$ cat src/hw/rtl/sfr_pkg.sv
// shared types, codes and the crc-8 step for the serial frame receiver
package sfr_pkg;

   localparam int unsigned BYTE_W      = 8;
   localparam int unsigned LEN_W       = 16;
   localparam int unsigned SYNC_W      = 4;
   localparam int unsigned INDEX_W     = 10;
   localparam int unsigned CSR_INDEX_W = 3;
   localparam int unsigned CSR_DATA_W  = 16;

   localparam logic [BYTE_W-1:0] BROADCAST_ADDR = 8'hff;
   localparam logic [LEN_W-1:0]  MIN_FRAME_LEN  = 16'd6;
   localparam logic [SYNC_W-1:0] SYNC_MAX       = 4'd15;
   localparam logic [BYTE_W-1:0] CRC_POLY       = 8'h8c;

   localparam logic [CSR_INDEX_W-1:0] CSR_OWN_ADDRESS  = 3'd0;
   localparam logic [CSR_INDEX_W-1:0] CSR_SYNC_BYTE    = 3'd1;
   localparam logic [CSR_INDEX_W-1:0] CSR_END_BYTE     = 3'd2;
   localparam logic [CSR_INDEX_W-1:0] CSR_MIN_LENGTH   = 3'd3;
   localparam logic [CSR_INDEX_W-1:0] CSR_SYNCS_NEEDED = 3'd4;

   typedef enum logic [1:0] {
      PH_HUNT   = 2'd0,
      PH_HEADER = 2'd1,
      PH_BODY   = 2'd2
   } phase_type;

   typedef enum logic [2:0] {
      V_PENDING = 3'd0,
      V_ACCEPT  = 3'd1,
      V_BADLEN  = 3'd2,
      V_NOEND   = 3'd3,
      V_CRC     = 3'd4,
      V_ADDR    = 3'd5
   } verdict_type;

   typedef struct packed {
      logic [BYTE_W-1:0] own_address;
      logic [BYTE_W-1:0] sync_byte;
      logic [BYTE_W-1:0] end_byte;
      logic [LEN_W-1:0]  min_length;
      logic [SYNC_W-1:0] syncs_needed;
   } cfg_type;

   typedef struct packed {
      logic [BYTE_W-1:0]  data_byte;
      logic               in_frame;
      logic [INDEX_W-1:0] byte_index;
      logic               frame_end;
      verdict_type        verdict;
      logic [BYTE_W-1:0]  sender_address;
      logic               is_broadcast;
   } result_type;

   // reflected crc-8, polynomial 0x8c, one byte per call
   function automatic logic [BYTE_W-1:0] crc8_step(input logic [BYTE_W-1:0] crc,
                                                   input logic [BYTE_W-1:0] data);
      logic [BYTE_W-1:0] c;
      c = crc ^ data;
      for (int k = 0; k < 8; k++) begin
         if (c[0]) begin
            c = (c >> 1) ^ CRC_POLY;
         end else begin
            c = c >> 1;
         end
      end
      return c;
   endfunction

endpackage

$ cat src/hw/rtl/sfr_channels.sv
// request and response channel interfaces of the serial frame receiver

interface sfr_req_if;
   logic                         valid;
   logic                         ready;
   logic [sfr_pkg::BYTE_W-1:0]   rx_byte;

   modport source (output valid, output rx_byte, input ready);
   modport sink   (input valid, input rx_byte, output ready);
endinterface

interface sfr_rsp_if;
   logic                         valid;
   logic                         ready;
   logic [sfr_pkg::BYTE_W-1:0]   data_byte;
   logic                         in_frame;
   logic [sfr_pkg::INDEX_W-1:0]  byte_index;
   logic                         frame_end;
   logic [2:0]                   verdict;
   logic [sfr_pkg::BYTE_W-1:0]   sender_address;
   logic                         is_broadcast;

   modport source (output valid, output data_byte, output in_frame, output byte_index,
                   output frame_end, output verdict, output sender_address,
                   output is_broadcast, input ready);
   modport sink   (input valid, input data_byte, input in_frame, input byte_index,
                   input frame_end, input verdict, input sender_address,
                   input is_broadcast, output ready);
endinterface

$ cat src/hw/rtl/sfr_parser.sv
// frame parser: sync hunt, header decode, crc check and verdict, one word per cycle while take is high
module sfr_parser #(
   parameter int unsigned MAX_FRAME_BYTES = 1024
) (
   input  logic                        clock,
   input  logic                        reset,
   input  logic                        take,
   input  logic [sfr_pkg::BYTE_W-1:0]  rx_byte,
   input  sfr_pkg::cfg_type            cfg,
   output sfr_pkg::result_type         result
);

   localparam int unsigned POS_W = $clog2(MAX_FRAME_BYTES);
   localparam int unsigned CMP_W = sfr_pkg::LEN_W + 1;
   localparam logic [CMP_W-1:0] MAX_LEN = CMP_W'(MAX_FRAME_BYTES);

   sfr_pkg::phase_type                phase_ff, phase_in;
   logic [sfr_pkg::SYNC_W-1:0]        sync_seen_ff, sync_seen_in;
   logic [POS_W-1:0]                  position_ff, position_in;
   logic [sfr_pkg::LEN_W-1:0]         frame_length_ff, frame_length_in;
   logic [sfr_pkg::BYTE_W-1:0]        running_crc_ff, running_crc_in;
   logic                              crc_matched_ff, crc_matched_in;
   logic [sfr_pkg::BYTE_W-1:0]        dest_address_ff, dest_address_in;
   logic [sfr_pkg::BYTE_W-1:0]        src_address_ff, src_address_in;

   logic [sfr_pkg::SYNC_W-1:0]        need;
   logic [sfr_pkg::LEN_W-1:0]         new_length;
   logic [CMP_W-1:0]                  pos_plus2;
   logic [CMP_W-1:0]                  len_ext;
   logic                              len_bad;

   assign need = (cfg.syncs_needed == '0) ? sfr_pkg::SYNC_W'(1) : cfg.syncs_needed;
   assign new_length = {frame_length_ff[sfr_pkg::LEN_W-1:sfr_pkg::BYTE_W], rx_byte};
   assign pos_plus2 = CMP_W'(position_ff) + CMP_W'(2);
   assign len_ext = CMP_W'(frame_length_ff);
   assign len_bad = (new_length < cfg.min_length) || (new_length < sfr_pkg::MIN_FRAME_LEN)
                    || (CMP_W'(new_length) > MAX_LEN);

   // next state
   always_comb begin
      phase_in        = phase_ff;
      sync_seen_in    = sync_seen_ff;
      position_in     = position_ff;
      frame_length_in = frame_length_ff;
      running_crc_in  = running_crc_ff;
      crc_matched_in  = crc_matched_ff;
      dest_address_in = dest_address_ff;
      src_address_in  = src_address_ff;
      unique case (phase_ff)
         sfr_pkg::PH_HEADER: begin
            running_crc_in = sfr_pkg::crc8_step(running_crc_ff, rx_byte);
            unique case (position_ff[1:0])
               2'd0: begin
                  dest_address_in = rx_byte;
                  position_in     = POS_W'(1);
               end
               2'd1: begin
                  src_address_in = rx_byte;
                  position_in    = POS_W'(2);
               end
               2'd2: begin
                  frame_length_in = {rx_byte, {sfr_pkg::BYTE_W{1'b0}}};
                  position_in     = POS_W'(3);
               end
               default: begin
                  frame_length_in = new_length;
                  if (len_bad) begin
                     phase_in     = sfr_pkg::PH_HUNT;
                     sync_seen_in = '0;
                     position_in  = '0;
                  end else begin
                     phase_in    = sfr_pkg::PH_BODY;
                     position_in = POS_W'(4);
                  end
               end
            endcase
         end
         sfr_pkg::PH_BODY: begin
            if (pos_plus2 < len_ext) begin
               running_crc_in = sfr_pkg::crc8_step(running_crc_ff, rx_byte);
               position_in    = position_ff + POS_W'(1);
            end else if (pos_plus2 == len_ext) begin
               crc_matched_in = (running_crc_ff == rx_byte);
               position_in    = position_ff + POS_W'(1);
            end else begin
               phase_in     = sfr_pkg::PH_HUNT;
               sync_seen_in = '0;
               position_in  = '0;
            end
         end
         default: begin
            phase_in = sfr_pkg::PH_HUNT;
            if (rx_byte == cfg.sync_byte) begin
               sync_seen_in = (sync_seen_ff < sfr_pkg::SYNC_MAX) ?
                              sync_seen_ff + sfr_pkg::SYNC_W'(1) : sync_seen_ff;
               if (sync_seen_in >= need) begin
                  phase_in        = sfr_pkg::PH_HEADER;
                  position_in     = '0;
                  frame_length_in = '0;
                  running_crc_in  = '0;
                  crc_matched_in  = 1'b0;
               end
            end else begin
               sync_seen_in = '0;
            end
         end
      endcase
   end

   // result word
   always_comb begin
      result                = '0;
      result.data_byte      = rx_byte;
      result.verdict        = sfr_pkg::V_PENDING;
      unique case (phase_ff)
         sfr_pkg::PH_HEADER: begin
            result.in_frame   = 1'b1;
            result.byte_index = sfr_pkg::INDEX_W'(position_ff);
            if (position_ff[1:0] == 2'd3 && len_bad) begin
               result.frame_end = 1'b1;
               result.verdict   = sfr_pkg::V_BADLEN;
            end
         end
         sfr_pkg::PH_BODY: begin
            result.in_frame   = 1'b1;
            result.byte_index = sfr_pkg::INDEX_W'(position_ff);
            if (pos_plus2 > len_ext) begin
               result.frame_end = 1'b1;
               priority if (rx_byte != cfg.end_byte) begin
                  result.verdict = sfr_pkg::V_NOEND;
               end else if (!crc_matched_ff) begin
                  result.verdict = sfr_pkg::V_CRC;
               end else if (dest_address_ff != cfg.own_address &&
                            dest_address_ff != sfr_pkg::BROADCAST_ADDR) begin
                  result.verdict = sfr_pkg::V_ADDR;
               end else begin
                  result.verdict        = sfr_pkg::V_ACCEPT;
                  result.sender_address = src_address_ff;
                  result.is_broadcast   = (dest_address_ff == sfr_pkg::BROADCAST_ADDR);
               end
            end
         end
         default: begin
            result.in_frame = 1'b0;
         end
      endcase
   end

   always_ff @(posedge clock) begin
      if (reset) begin
         phase_ff     <= sfr_pkg::PH_HUNT;
         sync_seen_ff <= '0;
         position_ff  <= '0;
      end else if (take) begin
         phase_ff     <= phase_in;
         sync_seen_ff <= sync_seen_in;
         position_ff  <= position_in;
      end
   end

   always_ff @(posedge clock) begin
      if (take) begin
         frame_length_ff <= frame_length_in;
         running_crc_ff  <= running_crc_in;
         crc_matched_ff  <= crc_matched_in;
         dest_address_ff <= dest_address_in;
         src_address_ff  <= src_address_in;
      end
   end

endmodule

$ cat src/hw/rtl/serial_frame_receiver_crc8.sv
// top level of the serial frame receiver with crc-8 check
//
// req_ch carries one received byte per word; rsp_ch returns exactly one word
// for every byte taken: the byte itself, whether it sits in a frame, its index,
// and on the last byte of a frame (or on a rejected length) frame_end with a
// verdict, the sender address and the broadcast flag.
// csr_we/csr_index/csr_wdata write own_address, sync_byte, end_byte,
// min_length and syncs_needed; write them only while no word is in flight.
// A taken byte's result word is registered in the output register (in the skid
// register first while rsp_ch is stalled). Throughput is one byte per cycle while
// req_ch.ready is high; the parse state and crc-8 step update at acceptance.
// A second register behind the output lets req_ch keep going for one more word
// while rsp_ch is stalled; req_ch.ready drops only when both are full.
// Reset (synchronous, active high) empties both result registers, puts the
// parser back to hunting for sync and loads the register defaults
// (min_length 6, syncs_needed 2, the others 0).
module serial_frame_receiver_crc8 #(
   parameter int unsigned MAX_FRAME_BYTES = 1024
) (
   input  logic                              clock,
   input  logic                              reset,
   sfr_req_if.sink                           req_ch,
   sfr_rsp_if.source                         rsp_ch,
   input  logic                              csr_we,
   input  logic [sfr_pkg::CSR_INDEX_W-1:0]   csr_index,
   input  logic [sfr_pkg::CSR_DATA_W-1:0]    csr_wdata
);

   sfr_pkg::cfg_type     cfg_ff;
   sfr_pkg::result_type  result;
   sfr_pkg::result_type  out_ff;
   sfr_pkg::result_type  skid_ff;
   logic                 out_valid_ff;
   logic                 skid_valid_ff;
   logic                 take;
   logic                 out_free;

   assign req_ch.ready = !skid_valid_ff;
   assign take         = req_ch.valid && req_ch.ready;
   assign out_free     = !out_valid_ff || rsp_ch.ready;

   always_ff @(posedge clock) begin
      if (reset) begin
         cfg_ff.own_address  <= '0;
         cfg_ff.sync_byte    <= '0;
         cfg_ff.end_byte     <= '0;
         cfg_ff.min_length   <= 16'd6;
         cfg_ff.syncs_needed <= 4'd2;
      end else if (csr_we) begin
         unique case (csr_index)
            sfr_pkg::CSR_OWN_ADDRESS:  cfg_ff.own_address  <= csr_wdata[7:0];
            sfr_pkg::CSR_SYNC_BYTE:    cfg_ff.sync_byte    <= csr_wdata[7:0];
            sfr_pkg::CSR_END_BYTE:     cfg_ff.end_byte     <= csr_wdata[7:0];
            sfr_pkg::CSR_MIN_LENGTH:   cfg_ff.min_length   <= csr_wdata;
            sfr_pkg::CSR_SYNCS_NEEDED: cfg_ff.syncs_needed <= csr_wdata[3:0];
            default: begin
            end
         endcase
      end
   end

   sfr_parser #(
      .MAX_FRAME_BYTES (MAX_FRAME_BYTES)
   ) u_parser (
      .clock   (clock),
      .reset   (reset),
      .take    (take),
      .rx_byte (req_ch.rx_byte),
      .cfg     (cfg_ff),
      .result  (result)
   );

   // output register with a skid stage behind it
   always_ff @(posedge clock) begin
      if (reset) begin
         out_valid_ff  <= 1'b0;
         skid_valid_ff <= 1'b0;
      end else begin
         if (out_free) begin
            out_valid_ff <= skid_valid_ff || take;
         end
         if (skid_valid_ff) begin
            skid_valid_ff <= !rsp_ch.ready;
         end else begin
            skid_valid_ff <= take && !out_free;
         end
      end
   end

   always_ff @(posedge clock) begin
      if (out_free) begin
         out_ff <= skid_valid_ff ? skid_ff : result;
      end
      if (take && !out_free) begin
         skid_ff <= result;
      end
   end

   assign rsp_ch.valid          = out_valid_ff;
   assign rsp_ch.data_byte      = out_ff.data_byte;
   assign rsp_ch.in_frame       = out_ff.in_frame;
   assign rsp_ch.byte_index     = out_ff.byte_index;
   assign rsp_ch.frame_end      = out_ff.frame_end;
   assign rsp_ch.verdict        = out_ff.verdict;
   assign rsp_ch.sender_address = out_ff.sender_address;
   assign rsp_ch.is_broadcast   = out_ff.is_broadcast;

endmodule

$ cat src/flat_wrapper.sv
// flat-port wrapper written by rule: the top's interface ports become plain ports
module serial_frame_receiver_crc8_flat 
#(
   parameter int unsigned MAX_FRAME_BYTES = 1024
)
  (clock, reset, csr_we, csr_index, csr_wdata, req_ch_valid, req_ch_rx_byte, req_ch_ready, rsp_ch_valid, rsp_ch_data_byte, rsp_ch_in_frame, rsp_ch_byte_index, rsp_ch_frame_end, rsp_ch_verdict, rsp_ch_sender_address, rsp_ch_is_broadcast, rsp_ch_ready);
  sfr_req_if req_ch_i ();
  sfr_rsp_if rsp_ch_i ();
  input  logic clock;
  input  logic reset;
  input  logic csr_we;
  input  logic [sfr_pkg::CSR_INDEX_W-1:0] csr_index;
  input  logic [sfr_pkg::CSR_DATA_W-1:0] csr_wdata;
  input wire logic [$bits(req_ch_i.valid)-1:0] req_ch_valid;
  input wire logic [$bits(req_ch_i.rx_byte)-1:0] req_ch_rx_byte;
  output wire logic [$bits(req_ch_i.ready)-1:0] req_ch_ready;
  output wire logic [$bits(rsp_ch_i.valid)-1:0] rsp_ch_valid;
  output wire logic [$bits(rsp_ch_i.data_byte)-1:0] rsp_ch_data_byte;
  output wire logic [$bits(rsp_ch_i.in_frame)-1:0] rsp_ch_in_frame;
  output wire logic [$bits(rsp_ch_i.byte_index)-1:0] rsp_ch_byte_index;
  output wire logic [$bits(rsp_ch_i.frame_end)-1:0] rsp_ch_frame_end;
  output wire logic [$bits(rsp_ch_i.verdict)-1:0] rsp_ch_verdict;
  output wire logic [$bits(rsp_ch_i.sender_address)-1:0] rsp_ch_sender_address;
  output wire logic [$bits(rsp_ch_i.is_broadcast)-1:0] rsp_ch_is_broadcast;
  input wire logic [$bits(rsp_ch_i.ready)-1:0] rsp_ch_ready;
  assign req_ch_i.valid = req_ch_valid;
  assign req_ch_i.rx_byte = req_ch_rx_byte;
  assign req_ch_ready = req_ch_i.ready;
  assign rsp_ch_valid = rsp_ch_i.valid;
  assign rsp_ch_data_byte = rsp_ch_i.data_byte;
  assign rsp_ch_in_frame = rsp_ch_i.in_frame;
  assign rsp_ch_byte_index = rsp_ch_i.byte_index;
  assign rsp_ch_frame_end = rsp_ch_i.frame_end;
  assign rsp_ch_verdict = rsp_ch_i.verdict;
  assign rsp_ch_sender_address = rsp_ch_i.sender_address;
  assign rsp_ch_is_broadcast = rsp_ch_i.is_broadcast;
  assign rsp_ch_i.ready = rsp_ch_ready;
  serial_frame_receiver_crc8 #(.MAX_FRAME_BYTES(MAX_FRAME_BYTES)) u_core (.clock(clock), .reset(reset), .req_ch(req_ch_i), .rsp_ch(rsp_ch_i), .csr_we(csr_we), .csr_index(csr_index), .csr_wdata(csr_wdata));
endmodule
$ cat config.mk
export PLATFORM = sky130hd
export DESIGN_NAME = serial_frame_receiver_crc8_flat
export DESIGN_NICKNAME = d
export VERILOG_FILES = /design/src/hw/rtl/sfr_pkg.sv /design/src/hw/rtl/sfr_channels.sv /design/src/hw/rtl/sfr_parser.sv /design/src/hw/rtl/serial_frame_receiver_crc8.sv /design/src/flat_wrapper.sv
export SDC_FILE = /design/constraint.sdc
export NUM_CORES = 1
export LEC_CHECK = 0
export ABC_AREA = 1
export BUFFER_PORTS_ARGS = -buffer_cell sky130_fd_sc_hd__buf_2
export CORE_MARGIN = 2
export CORE_UTILIZATION = 50
export DETAILED_ROUTE_END_ITERATION = 10
export PLACE_DENSITY = 0.68
export SETUP_SLACK_MARGIN = 0.4
export SLEW_MARGIN = 20
export SYNTH_ARGS = -nofsm -noshare
export SYNTH_HDL_FRONTEND = slang
export SYNTH_HIERARCHICAL = 1
export SYNTH_SLANG_ARGS = --single-unit
export TNS_END_PERCENT = 5
$ cat constraint.sdc
create_clock -name clock -period 7.6 [get_ports clock]
set_input_delay 1.52 -clock clock [delete_from_list [all_inputs] [get_ports clock]]
set_output_delay 1.52 -clock clock [all_outputs]
set_load 0.02 [all_outputs]
* Word level (Yosys, flattened, before mapping) *
Index checks and enable logic that the tools add are counted.

word-level totals
  word-level logic and storage cells = 204
  bits in registers = 167
  output and inout bits = 34

cells by class
  bitwise gates (word level) = 18
  equal/unequal tests = 24
  muxes and demuxes = 84
  reductions and logical operators = 38
  magnitude comparators = 7
  $add $sub $neg = 3

operator list
  operator               number
  $mux 8                 39
  $pmux 16 s2            2
  $not 2->3              15
  $mux 10                4
  $mux 9                 4
  $mux 16                2
  $mux 32                1
  $mux 4                 8
  $pmux 14 s2            1
  $pmux 10 s2            1
  $eq 11x16->1           1
  $eq 8x8->1             2
  $gt 11x16->1           1
  $gt 16x11->1 const B   1
  $lt 11x16->1           1
  $lt 16x16->1           1
  $lt 16x3->1 const B    1
  $ne 8x8->1             2
  $pmux 8 s2             1
  $ne 2x2->1 const B     7
  $mux 13                1
  $mux 3                 4
  $reduce_and 6->1       2
  $add 10x2->11 const B  1
  other kinds (34)       71

* Depth between registers and ports, before layout *
Gate-level depths: netlist of the first run.

  depth after elaboration = 33
  mapped depth = 19
  depth with buffers taken out = 18

* Modules after synthesis *
Netlist of the first run, hierarchy kept.

modules (own cells, without submodules)
  module                      area each (um^2)  cells each  seq. area each (um^2)  times used
  sfr_parser                  4496.8            581         1551.5                 1
  serial_frame_receiver_crc8  4219.0            445         2842.7                 1

* Least setup slack after synthesis of the first run *
Ideal clock, no wire load.

  path type = input-to-reg
  from = input port req_ch_rx_byte[5]
  to = register u_core/u_parser/frame_length_ff[10] in the netlist's numbering (enable)
  setup slack = 4125 ps
  required time = 7205 ps
  library setup time = 395 ps
  stages on the path = 7
  arrival = 3081 ps
  path through = buf_2 xor2_1 nor3_2 nand3_2 inv_2 nor2_1 nor4_1

between the ends
  word-level cells in the longest chain between the ends = 3

RTL lines
  what                         RTL line            source
  start: declaration           flat_wrapper.sv:15  input wire logic [$bits(req_ch_i.rx_byte)-1:0] req_ch_rx_byte;
  $eq 8x8->1                   sfr_parser.sv:93    if (rx_byte == cfg.sync_byte) begin
  $reduce_bool 2->1 (no line)  n/a
  $reduce_and 6->1 (no line)   n/a
  end signal: assignment       sfr_parser.sv:163   frame_length_ff <= frame_length_in;
  end: declaration             sfr_parser.sv:20    logic [sfr_pkg::LEN_W-1:0] frame_length_ff, frame_length_in;

Every way passes these cells.
A chain may end at the register's enable or synchronous reset.

* Worst setup path after layout of the first run *
  from = register u_core.u_parser.position_ff[1]
  to = register u_core.u_parser.phase_ff[1]

between the ends
  word-level cells in the longest chain between the ends = 4
  elaborated cells on any way between the ends = 11
  those cells by class = 1 x add/sub; 1 x order compare; 6 x eq/ne; 3 x reduce/logical

RTL lines
  what                                         RTL line           source
  start: declaration                           sfr_parser.sv:19   logic [POS_W-1:0] position_ff, position_in;
  start signal: assignment                     sfr_parser.sv:157  position_ff <= position_in;
  $add 10x2->11, or another cell as far along  sfr_parser.sv:34   assign pos_plus2 = CMP_W'(position_ff) + CMP_W'(2);
  $lt 11x16->1, or another cell as far along   sfr_parser.sv:79   if (pos_plus2 < len_ext) begin
  $ne 2x2->1 (no line)                         n/a
  $reduce_and 4->1 (no line) (*)               n/a
  end signal: assignment                       sfr_parser.sv:151  phase_ff <= sfr_pkg::PH_HUNT;
  end signal: assignment                       sfr_parser.sv:155  phase_ff <= phase_in;
  end: declaration                             sfr_parser.sv:17   sfr_pkg::phase_type phase_ff, phase_in;

Every way passes the cells marked *; elsewhere a longest branch is shown, timed or not.

==> results of run 1 <==
layout by cell type, fill, tap and decap left out, drive strengths merged, types with 2 or more instances in the layout:
| cell | synthesis | layout |
|---|---|---|
| nand2 | 259 | 259 |
| nor2 | 143 | 143 |
| inv | 119 | 123 |
| edfxtp | 105 | 105 |
| nand3 | 76 | 76 |
| buf | 26 | 72 |
| dfxtp | 62 | 62 |
| a21oi | 45 | 45 |
| ha | 39 | 39 |
| nor3 | 33 | 33 |
| xor2 | 27 | 27 |
| nand4 | 21 | 21 |
| xnor2 | 20 | 20 |
| clkbuf | 15 | 18 |
| clkinv | 5 | 12 |
| o21ai | 10 | 10 |
| or2 | 5 | 5 |
| nand3b | 4 | 4 |
| nor4 | 3 | 3 |
| bufinv | 0 | 2 |
| o21bai | 2 | 2 |
critical path, cell delays in order (launching register included):
cell and delay [ns]:
dfxtp_1 0.43, inv_1 0.15, nor3_1 0.44, nand2_1 0.13, xor2_1 0.18, ha_1 0.31, nand3_1 0.07, nor3_1 0.27
nand2_1 0.12, nand3_1 0.08, nand2_1 0.25, nor2_1 0.61, inv_1 0.13, nand2_1 0.09, nand2_1 0.05, nor2_1 0.07
kinds of logic (layout without fill, tap and decap cells):
group                      Yosys count  count (layout)  synth area share
and+or+nand+nor                    546             546             0.269
xor gates and xnor gates            47              47            0.0507
buffers and inverters              165             228            0.0798
muxes                                1               1           0.00129
DFF                                167             167             0.504
AOI/OAI and AO/OA                   61              61            0.0386
adders and majority gates           39              39            0.0560
sequential cells by signal (all words and copies together), names as in the netlist:
name / flops
u_core/u_parser/dest_address_ff: 8
u_core/skid_valid_ff: 1
u_core/u_parser/crc_matched_ff: 1
u_core/rsp_ch.sender_address: 8
u_core/cfg_ff: 44
u_core/rsp_ch.byte_index: 10
u_core/u_parser/sync_seen_ff: 4
u_core/u_parser/running_crc_ff: 8
u_core/rsp_ch.valid: 1
u_core/rsp_ch.in_frame: 1
u_core/rsp_ch.is_broadcast: 1
u_core/skid_ff: 32
u_core/u_parser/position_ff: 10
u_core/rsp_ch.verdict: 3
u_core/rsp_ch.frame_end: 1
u_core/u_parser/phase_ff: 2
u_core/rsp_ch.data_byte: 8
u_core/u_parser/src_address_ff: 8
u_core/u_parser/frame_length_ff: 16
synthesized netlist by cell type (all sizes together) (3+ instances only):
library cell,n
nor3,33
inv,119
nor4,3
xnor2,20
dfxtp,62
xor2,27
a21oi,45
nand3,76
nand2,259
clkbuf,15
nor2,143
ha,39
nand3b,4
clkinv,5
nand4,21
edfxtp,105
or2,5
buf,26
o21ai,10
final cells by class:
type,count,area share
clock buffers,18,0.0441
clock inverters,14,0.0154
well taps,225,0.0289
repair buffers,72,0.0388
flip-flops and latches,167,0.451
inverters,124,0.0478
multi-input cells,694,0.374
worst max path at each step:
stage | from | to | slack, ns | cells after the start
global route | u_core/u_parser/position_ff[1] | u_core/u_parser/phase_ff[1] | 3.70 | 15
finish | u_core/u_parser/position_ff[1] | u_core/u_parser/phase_ff[1] | 4.17 | 15
detailed placement | req_ch_rx_byte[0] | u_core/u_parser/frame_length_ff[2] | 3.88 | 9
CTS | u_core/u_parser/position_ff[1] | u_core/u_parser/phase_ff[1] | 4.24 | 15
floorplan | req_ch_rx_byte[5] | u_core/u_parser/frame_length_ff[10] | 4.12 | 7
global placement | req_ch_rx_byte[0] | u_core/u_parser/frame_length_ff[2] | 3.94 | 9
per-layer routing:
layer	track usage	routed length [µm]	vias to the layer above
li1	-	-	3409
met1	0.292	9030	3016
met2	0.352	8830	183
met3	0.0451	845	36
met4	0.0770	443	0
met5	0	0	-
per-stage QoR:
stage               hold WS, ns  utilization  std cells
floorplan                 0.429            -       1026
global placement          0.445        0.533       1282
detailed placement        0.464        0.533       1282
CTS                       0.482        0.566       1314
global route              0.503        0.567       1314
finish                    0.483        0.567       1314
power groups by stage:
stage / clock network (mW) / logic, mW / registers, mW
after floorplan: 0 / 0.124 / 1.03
after global placement: 0 / 0.187 / 1.02
after detailed placement: 0 / 0.190 / 1.02
after CTS: 0.864 / 0.191 / 0.998
after global routing: 0.901 / 0.214 / 1.00
final: 0.852 / 0.190 / 0.998
==> results.cfg, run 1 <==
[floorplan]
num_rows = 48
placeableCoreArea_um2 = 17200
boundaryPins = 66
die_width_um = 136
start_util = 0.507
die_h_um = 136
die-area_um2 = 18500

[pwr]
switching_power_mw = 0.506
power_mw = 2.04
power.share.clock = 0.418
seqPwrFrac = 0.489
netSwitchingFraction = 0.248
cellPowerDensity_nw_per_um2 = 210
vdd_drop_max_mv = 0.163
internal-power_mw = 1.53
comb_power_share = 0.093
leakage_nw = 4.26

[place]
place_area_um2 = 9150
portBuffers = 65
place_congestion = 0.918
detailedPlacementHpwl_um = 13500
dp_slack_ns = 3.88

[worst_hold_path]
hold_start = u_core/cfg_ff[13]
timing.hold.worst.class = reg -> reg
hold-path-endpoint = u_core/cfg_ff[13]
hold_path_depth = 2

[clock_tree]
cts_buffers = 17
cts_repair_resize_count = 0
clk_pin_slew_ns = 0.07
cts_tree = yes
insertion_delay_ns = 0.43
htree_levels = 4
post-cts-setup-buffers = 0
hold_buffers = 0
clkSinkCount = 167
root_buffer = clkbuf_16
clock_tree.buffer_depth = 2

[sta]
setup-violations-final = 0
final_total_negative_setup_slack_ns = 0
timing.final.hold_violations = 0
rsz0062_at_grt = false
worst_relative_slew_slack = 0.306
final_number_of_max_transition_violations = 0
period_minus_slack_ns = 3.43
setup_slack_ns = 4.17
worst-slew-pin-transition_ns = 1.04
fin_crit_sh = 0.452
fmax_mhz = 291
fin_worst_skew_ns = 0.0102

[yosys]
synth_enable_flop_cells = 105
postSynthRegisterBits = 167
synth_top_area_cell = edfxtp_1
post-synth-top-area-fraction = 0.362
synth_sequential_area_ratio = 0.504
top_ff_cell_synth = edfxtp_1
synth_cell_type_count = 43
ys.warnings.count = 6
synthesis.nets = 1097
synth.top_cells.by_area = edfxtp_1 (36%), dfxtp_1 (14%), nand2_1 (11%)
synth-async-reset-ratio = 0
synthesized_instance_count = 1026
synth_area_per_cell_um2 = 8.49
netlist_area_um2 = 8720

[global_route]
grt_antenna_before_repair = 0
grtUsageTotal = 0.218
pin_count_of_the_biggest_net_entering_global_routing = 45
grt_pass1_vias = 6289
gr-total-overflow = 0
grt_first_pass_wirelength_um = 31200

[route]
postRouteWirelength_um = 19200
detail_route.drc_violations = 0
drt_first_pass_iters = 6
drt_iter0_drc = 498
vias = 6644
count_of_antenna_violating_nets_left_after_detailed_routing = 0
route.detailed.vias_per_inst = 5.06
detail_route.wl_per_cell_um = 14.6

[worst_setup_path]
timing.critical_path.fanout_max = 11
timing.reg2reg.setup_slack_ns = 4.17
startpoint_to_endpoint_class_of_the_critical_path = reg -> reg
r2r-end = u_core/u_parser/phase_ff[1]
worst-endpoint-arrival_ns = 3.80
cp_data_required_time_ns = 7.97
setup.worst_path.end_class = flip-flop
crit_path_start_kind = flip-flop
ff2ff_path_depth = 15
critical_r2r_launch = u_core/u_parser/position_ff[1]

[final_layout]
seq_area_um2 = 4390
layout-drive-gt1-share = 0.124
final_design_area_no_fill_um2 = 9740
synthToLayoutAreaGrowth_pct = 11.7
net_total_in_the_final_layout = 1147
multiInputGateArea_um2 = 3640
antenna_cells_inserted = 0
num-fill-cells = 1613

[job]
drv_cap = 0

[run_status]
run_status = finished clean
Note: power is estimated with default switching activity, not from simulation.
==> run 2, diff against run 1 <==
==> constraint.sdc (replaced) <==
create_clock -name clock -period 3.3 [get_ports clock]
set_input_delay 0.66 -clock clock [delete_from_list [all_inputs] [get_ports clock]]
set_output_delay 0.66 -clock clock [all_outputs]
set_load 0.02 [all_outputs]
==> run 2 against run 1 <==
Compared with the run above: die area unchanged; clock skew about the same; final area increased by 1.9%; combinational power increased by 130%; utilization increased by 1.1 points; hold slack got worse by 0.021 ns; sequential share of layout area decreased by 0.74 points; power increased by 130%; non-clock buffer count increased by 11; critical path depth decreased by 2; via count increased by 0.92%; maximum frequency increased by 23%.
==> results.cfg, run 2 (synthesis gave the netlist of run 1 again) <==
[route]
postRouteWirelength_um = 19000
detail_route.wl_per_cell_um = 14.3
vias = 6705
drt_first_pass_iters = 5
detail_route.drc_violations = 0
drt_iter0_drc = 344
route.detailed.vias_per_inst = 5.06
count_of_antenna_violating_nets_left_after_detailed_routing = 0

[floorplan]
num_rows = 48
die_width_um = 136
start_util = 0.507
boundaryPins = 66
die_h_um = 136
placeableCoreArea_um2 = 17200
die-area_um2 = 18500

[sta]
worst-slew-pin-transition_ns = 0.998
setup-violations-final = 0
period_minus_slack_ns = 2.79
fmax_mhz = 358
fin_crit_sh = 0.846
fin_worst_skew_ns = 0.0104
setup_slack_ns = 0.509
fin_hold_ws_ns = 0.461
final_number_of_max_transition_violations = 0
worst_relative_slew_slack = 0.332
final_total_negative_setup_slack_ns = 0
rsz0062_at_grt = true
timing.final.hold_violations = 0

[pwr]
cellPowerDensity_nw_per_um2 = 482
power_mw = 4.78
vdd_drop_max_mv = 0.383
leakage_nw = 4.36

[worst_setup_path]
critical_r2r_launch = u_core/u_parser/sync_seen_ff[0]
critPathMostFrequentCell = nand3_1
timing.critical_path.fanout_max = 12
r2r-end = u_core/u_parser/running_crc_ff[2]
crit_path_start_kind = flip-flop
worst_path_cell_with_the_longest_stage_delay = mux2_2
worst-endpoint-arrival_ns = 2.93
timing.critical_path.slowest_cell_delay_ns = 0.38
setup.worst_path.end_class = flip-flop
crit_path_cell_trace = ha_1 -> nand3_1 -> mux2_2 -> ha_1 -> inv_1 -> o21bai_1 -> nand3_1 -> nand3_1 -> nand3_2 -> nand2_2 -> nand2_4 -> a21oi_2 -> buf_6
startpoint_to_endpoint_class_of_the_critical_path = reg -> reg
cp_data_required_time_ns = 3.44
ff2ff_path_depth = 13
timing.reg2reg.setup_slack_ns = 0.51

[global_route]
grt_pass1_vias = 6120
pin_count_of_the_biggest_net_entering_global_routing = 45
grtUsageTotal = 0.213
gr-total-overflow = 0
grt_antenna_before_repair = 0
grt_first_pass_wirelength_um = 30700

[worst_hold_path]
hold-path-endpoint = u_core/cfg_ff[6]
hold_path_depth = 3
timing.hold.worst.class = in -> reg
hold_start = csr_wdata[2]

[place]
dp_slack_ns = 0.213
detailedPlacementHpwl_um = 13200
portBuffers = 65
dp_cells = 1290
place_congestion = 0.919

[final_layout]
most-common-layout-cells = nand2_1 (255), nor2_1 (134), inv_1 (113)
net_total_in_the_final_layout = 1159
synthToLayoutAreaGrowth_pct = 13.8
stdcell_count = 1326
top_regs = u_core/cfg_ff x44, u_core/skid_ff x32, u_core/u_parser/frame_length_ff x16
most_frequent_standard_cell_in_the_layout_excluding_fill_and_tap_cells = nand2_1
registers.top_by_ff_count = u_core/cfg_ff
layout-drive-gt1-share = 0.148
antenna_cells_inserted = 0
largest_reg_flops = 44

[run_status]
run_status = finished clean

[clock_tree]
root_buffer = clkbuf_16
clkSinkCount = 167
insertion_delay_ns = 0.43
cts_tree = yes
cts_buffers = 17
clock_tree.buffer_depth = 2
clk_pin_slew_ns = 0.07
htree_levels = 4

[job]
drv_cap = 0
-- run 2: cell types whose count changed in the layout (fill, tap and decap cells not counted), moves of 3 or more --
cell      change
nor2_1        -3
inv_6         +3
clkinv_4      -3
dfxtp_1       -4
buf_4        +10
-- run 2: power by group --
part           internal (mW)  leakage [nW]  switching, mW
combinational          0.145          2.50          0.300
clock                   1.15         0.298          0.891
sequential              2.27          1.56         0.0239
-- run 2: how the worst max path moves through the flow --
| stage | startpoint | to |
|---|---|---|
| after floorplan | u_core/u_parser/sync_seen_ff[0] | u_core/u_parser/running_crc_ff[0] |
| after global placement | u_core/u_parser/position_ff[1] | u_core/rsp_ch.sender_address[1] |
| after detailed placement | u_core/u_parser/position_ff[1] | u_core/rsp_ch.sender_address[1] |
| after CTS | u_core/u_parser/position_ff[1] | u_core/rsp_ch.sender_address[0] |
| after global routing | u_core/u_parser/position_ff[6] | u_core/rsp_ch.verdict[2] |
| final | u_core/u_parser/sync_seen_ff[0] | u_core/u_parser/running_crc_ff[2] |
-- run 2: per-layer routing --
| metal | wire, µm | global-route usage | vias up |
|---|---|---|---|
| li1 | - | - | 3439 |
| met1 | 9190 | 0.297 | 3079 |
| met2 | 8710 | 0.338 | 166 |
| met5 | 0 | 0 | - |
| met3 | 841 | 0.0414 | 21 |
| met4 | 264 | 0.0660 | 0 |
-- run 2: area by class of cell --
type / instances / area (µm²)
well taps: 225 / 282
flip-flops and latches: 167 / 4400
inverters: 124 / 465
clock buffers: 17 / 425
multi-input cells: 695 / 3690
clock inverters: 15 / 186
repair buffers: 83 / 464
fillers: 1611 / 7250
-- run 2: repair_timing --
| action | CTS | global route |
|---|---|---|
| buffers inserted | 0 | 3 |
| hold buffers | 0 | 0 |
| gates resized for setup | 4 | 19 |
| gates cloned | 0 | 1 |
| pin swaps | 0 | 6 |
| setup endpoints to repair | 20 | 42 |
-- run 2: through the flow --
step / util / cell area, µm²
floorplan: - / 8720
CTS: 0.573 / 9840
detailed placement: 0.536 / 9210
finish: 0.578 / 9920
global route: 0.578 / 9920
global placement: 0.536 / 9210
-- run 2: critical path, delay by kind of cell, from the launching register on --
family	cells	cell delay, ns
compound gates	2	0.32
buf+inv	2	0.20
flops	1	0.34
simple gates	6	0.74
mux	1	0.38
fa+ha+maj	2	0.53
